$ cat config.mk
export PLATFORM = sky130hd
export DESIGN_NAME = dmic_tag_store
export DESIGN_NICKNAME = d
export VERILOG_FILES = /design/src/design/direct_mapped_icache_stats_macros.svh /design/src/design/dmic_pkg.sv /design/src/design/dmic_tag_store.sv
export SDC_FILE = /design/constraint.sdc
export NUM_CORES = 1
export LEC_CHECK = 0
export BUFFER_PORTS_ARGS = -buffer_cell sky130_fd_sc_hd__buf_2
export CAP_MARGIN = 10
export CORE_MARGIN = 5
export CORE_UTILIZATION = 45
export DETAILED_ROUTE_END_ITERATION = 8
export GPL_ROUTABILITY_DRIVEN = 0
export PLACE_DENSITY_LB_ADDON = 0.08
export RECOVER_POWER = 100
export SKIP_LAST_GASP = 1
export SYNTH_ARGS = -nofsm -noshare
export SYNTH_HDL_FRONTEND = slang
export SYNTH_SLANG_ARGS = --single-unit
$ cat constraint.sdc
create_clock -name i_clk -period 9 [get_ports i_clk]
set_input_delay 1.35 -clock i_clk [delete_from_list [all_inputs] [get_ports i_clk]]
set_output_delay 1.35 -clock i_clk [all_outputs]
set_load 0.05 [all_outputs]
$ cat src/design/direct_mapped_icache_stats_macros.svh
// Assertion macros used by the cache statistics top-level RTL file.
`ifndef DIRECT_MAPPED_ICACHE_STATS_MACROS_SVH
`define DIRECT_MAPPED_ICACHE_STATS_MACROS_SVH

// Check cons in the same cycle as ante.
`define DMIC_ASSERT_NOW(label, ante, cons, msg) \
    label: assert property (@(posedge i_clk) disable iff (!i_rst_n) \
        (ante) |-> (cons)) else $error(msg);

// Check cons in the cycle after ante.
`define DMIC_ASSERT_NEXT(label, ante, cons, msg) \
    label: assert property (@(posedge i_clk) disable iff (!i_rst_n) \
        (ante) |=> (cons)) else $error(msg);

`endif

$ cat src/design/dmic_pkg.sv
// Types and constants of the direct-mapped instruction cache statistics block.
`default_nettype none
package dmic_pkg;

    localparam int ADDR_W     = 32;
    localparam int LINES      = 16;
    localparam int LINE_BYTES = 4;
    localparam int OFFSET_W   = $clog2(LINE_BYTES);
    localparam int INDEX_W    = $clog2(LINES);
    localparam int TAG_W      = ADDR_W - OFFSET_W - INDEX_W;
    localparam int COST_W     = 11;
    localparam int CNT_W      = 32;
    localparam int CYC_W      = 48;
    localparam int CFG_IDX_W  = 3;
    localparam int CFG_DATA_W = 32;

    localparam logic [7:0] ACCESS_TIME_RST  = 8'd1;
    localparam logic [9:0] MISS_PENALTY_RST = 10'd10;

    typedef logic [INDEX_W-1:0] t_index;
    typedef logic [TAG_W-1:0]   t_tag;

    typedef enum logic [CFG_IDX_W-1:0] {
        CFG_SRAM_BASE    = 3'd0,
        CFG_SRAM_LENGTH  = 3'd1,
        CFG_BYPASS_SRAM  = 3'd2,
        CFG_ACCESS_TIME  = 3'd3,
        CFG_MISS_PENALTY = 3'd4,
        CFG_SRAM_EXTRA   = 3'd5
    } t_cfg_idx;

    typedef struct packed {
        logic [ADDR_W-1:0] address;
    } t_fetch;

    typedef struct packed {
        logic              hit;
        logic              in_sram;
        logic [COST_W-1:0] access_cost;
        logic [CNT_W-1:0]  total_accesses;
        logic [CNT_W-1:0]  total_hits;
        logic [CNT_W-1:0]  total_misses;
        logic [CNT_W-1:0]  total_sram;
        logic [CYC_W-1:0]  total_cycles;
    } t_result;

    typedef struct packed {
        logic   lookup;
        t_index index;
        t_tag   tag;
    } t_tag_req;

endpackage
`default_nettype wire

$ cat src/design/dmic_tag_store.sv
// Direct-mapped tag store with per-line valid bits, lookup and fill on miss.
`default_nettype none
module dmic_tag_store
    import dmic_pkg::*;
(
    input  wire logic     i_clk,
    input  wire logic     i_rst_n,
    input  wire t_tag_req i_req,
    output logic          o_hit
);

    logic [LINES-1:0] r_valid;
    t_tag             r_tag [LINES];

    assign o_hit = i_req.lookup && r_valid[i_req.index] && (r_tag[i_req.index] == i_req.tag);

    always_ff @(posedge i_clk) begin
        if (!i_rst_n) begin
            r_valid <= '0;
        end else if (i_req.lookup && !o_hit) begin
            r_valid[i_req.index] <= 1'b1;
        end
    end

    always_ff @(posedge i_clk) begin
        if (i_req.lookup && !o_hit) begin
            r_tag[i_req.index] <= i_req.tag;
        end
    end

endmodule
`default_nettype wire

==> run metrics <==
Setup WS post-layout=1.478 ns; Placed Instances=1,416; Finished Core Util=50.79%; DP Wirelength=23.96 mm; Slew @ Worst Pin=2.909 ns; Gate power share=6.0%; first-pass GRT wire length=62.00 mm; CTS H-tree depth=2; vias in the first global route=9,188; Hold WC Path Type=reg -> reg; Tmin final=7.522 ns; drt initial violations=829; synth unique cells=63; Worst-path clk slew=0.06 ns; sw frac=20.58%; failing checks=max-capacitance violations, max-slew violations; Int Pwr=0.003455 W; WP buf/inv=4; Post-Synthesis Cell Area=17,580 um2; status=complete, but fails checks; Cell Chain, Critical Path=buf_6 > buf_12 > mux4_2 > mux2i_1 > xnor2_1 > o32ai_1 > nand3_1 > a2111oi_0 > clkbuf_1 > clkbuf_1; overall routing resource usage=19.47%; CTS sink cnt=432; r2r startpoint=r_tag[12][7]$_DFFE_PP_; cell at the slowest stage of the critical path=clkbuf_1; P&R area growth vs syn=11.66%; worst hold margin=0.4612 ns; grt ovf=0; critical path depth in cells=10; Max FO, Critical Path=66; CP required=7.65 ns; Antenna Violating Nets Remaining=0; number of synthesized flops with an enable pin=416; fmax=132.9 MHz; Top cell by count, worst path=clkbuf_1; Avg Inst Size Synth=19.89 um2; Crit Path Class=in -> out; Power Density=221.6 nW/um2; pre-CTS WS=2.249 ns; boundary pin count=34; Post-CTS Setup Bufs=0; port bufs=33; count leader, synth=edfxtp_1; Worst slew margin=-95.46%; cts bufs inserted=45; Worst Hold Launch=r_valid[12]$_SDFFE_PN0P_; Synth Register Bits=432; area of the multi-input gates=4403 um2; CP Launch Point=i_req[26]; Starting Density=45.49%; hold buffers post-CTS=0; fillers=3,097; vias=8,837; final setup fails=0; Clock Power Share=42.1%; CTS resizes=0; Reg area=12,810 um2; unrepaired setup endpoints after global routing=false; cell family with most CP delay=buffers and inverters; Worst Path Arrival=6.17 ns; Mapped Nets=917; Synth top area share=71.06%; Max VDD drop=0.1564 mV; non-filler cells, final=1,494; Yosys warnings=0; DR pass1 iterations=5; initial antenna violation count=1; Sw Pwr=0.0008954 W; share of cells above drive strength 1=16.29%; final hold vios=0; WL final=42.37 mm; worst r2r path cells=10; clk_lat worst skew=0.55 ns; Synth top cells by count=edfxtp_1 (416), mux4_2 (75), mux2i_1 (57); DR vias/cell=5.915; Clk Tree Root Cell=clkbuf_16; Die Y=207.7 um; # diodes=0; setup TNS=0 ns; fin. max-slew vios=309; period utilization=83.58%; Die ar.=43,120 um2; asr flop ratio synth=0%; Worst Skew=0.01395 ns; post-synth top area cell=edfxtp_1; Pleak=6.289 nW; sequential area share after synthesis=72.88%; largest net degree at the start of global routing=67; row count=72; Post-Synthesis Cells=884; MaxCap Viol Count=13; Worst Setup End Kind=primary output; width of the die=207.7 um; area of the core=38,650 um2; fin nets=978; Reg power frac=51.9%; ys flop type=edfxtp_1; wire length per cell=28.36 um; clock buffer depth=3; drt drc=0; max incr delay on CP=0.76 ns; CP Launch Type=input pin; hold path cells=2; synth top area cells=edfxtp_1 (71%), mux4_2 (9.6%), mux4_1 (3.7%); CTS tree=yes
## worst paths after layout
kind	slack [ns]	endpoint
worst max-delay path	1.48	o_hit
worst min-delay path	0.46	r_valid[12]$_SDFFE_PN0P_
worst max register to register	3.27	r_tag[8][6]$_DFFE_PP_
worst min register to register	0.46	r_valid[12]$_SDFFE_PN0P_
## power by group through the flow
stage | logic, W | registers (W) | clock network (W)
2_1_floorplan | 0.000169 | 0.00229 | 0
3_3_place_gp | 0.000263 | 0.00229 | 0
3_5_place_dp | 0.000267 | 0.00230 | 0
4_1_cts | 0.000268 | 0.00225 | 0.00188
5_1_grt | 0.000279 | 0.00226 | 0.00197
6_report | 0.000261 | 0.00226 | 0.00183
## layout by cell type (no fill, tap or decap), types with 3 or more instances in the layout
master | netlist | routed
edfxtp_1 | 416 | 416
mux4_2 | 75 | 75
mux2i_1 | 57 | 57
clkbuf_1 | 13 | 55
nand2_1 | 52 | 52
clkbuf_16 | 0 | 45
mux4_1 | 25 | 25
o21ai_0 | 15 | 22
xnor2_1 | 17 | 17
dfxtp_1 | 16 | 16
nor2_1 | 13 | 13
nor3_1 | 14 | 13
xor2_1 | 12 | 12
clkinv_1 | 0 | 11
inv_1 | 10 | 10
o22ai_1 | 9 | 9
a21oi_1 | 8 | 8
and3_1 | 7 | 7
bufinv_16 | 0 | 7
a22oi_1 | 6 | 6
nor4_1 | 6 | 6
nand2b_1 | 6 | 6
nand3_1 | 6 | 6
nand4_1 | 5 | 5
clkinv_2 | 0 | 5
buf_4 | 6 | 5
and2_1 | 4 | 4
buf_2 | 12 | 4
nor2b_1 | 3 | 3
a22o_1 | 3 | 3
o32ai_1 | 3 | 3
o211ai_1 | 3 | 3
o221ai_1 | 3 | 3
o21ai_1 | 10 | 3
## per-stage QoR
step                      area (um2)  total power, W
after global placement         18380        0.002556
final                          19630        0.004350
after floorplan                17580        0.002463
after detailed placement       18390        0.002564
after global routing           19630        0.004507
after CTS                      19840        0.004403
## worst reg2reg max path: stages, from the launching register on
cell and delay (ns):
edfxtp_1 0.37, mux4_2 0.45, or2_2 0.29, and3_1 0.16
o211ai_1 0.26, o22ai_1 0.21, nand4_1 0.15, a2111oi_0 0.10
clkbuf_1 0.42, nor3_1 2.34, buf_4 0.61
## flip-flops by register name, summed over array words and instances (netlist names)
name,cells
r_valid,16
r_tag,416
## layout make-up
class	instances	share of cell area [%]
clock buffer	52	5.870
tap	518	3.302
multi-input combinational	395	22.43
inverter	12	0.2295
clock inverter	26	1.530
sequential	432	65.27
timing repair buffer	59	1.370
## metal layers
| metal | wire length, um | part of all wire [%] | vias up | global-route usage, % |
|---|---|---|---|---|
| li1 | - | - | 3783 | - |
| met1 | 18650 | 44 | 4671 | 28.29 |
| met2 | 20280 | 48 | 318 | 30.88 |
| met3 | 2538 | 6.0 | 65 | 3.597 |
| met4 | 896 | 2.1 | 0 | 4.983 |
| met5 | 0 | 0 | - | 0 |
## logic make-up (layout without fill, tap and decap cells)
| logic type | count (synthesis) | count (layout) | synth area share, % |
|---|---|---|---|
| simple gates | 127 | 127 | 3.665 |
| compound gates | 79 | 79 | 3.132 |
| xor+xnor | 29 | 29 | 1.445 |
| mux | 160 | 160 | 16.85 |
| flops | 432 | 432 | 72.88 |
| buf+inv | 57 | 149 | 2.035 |
Power figures use the tool's default switching activity.
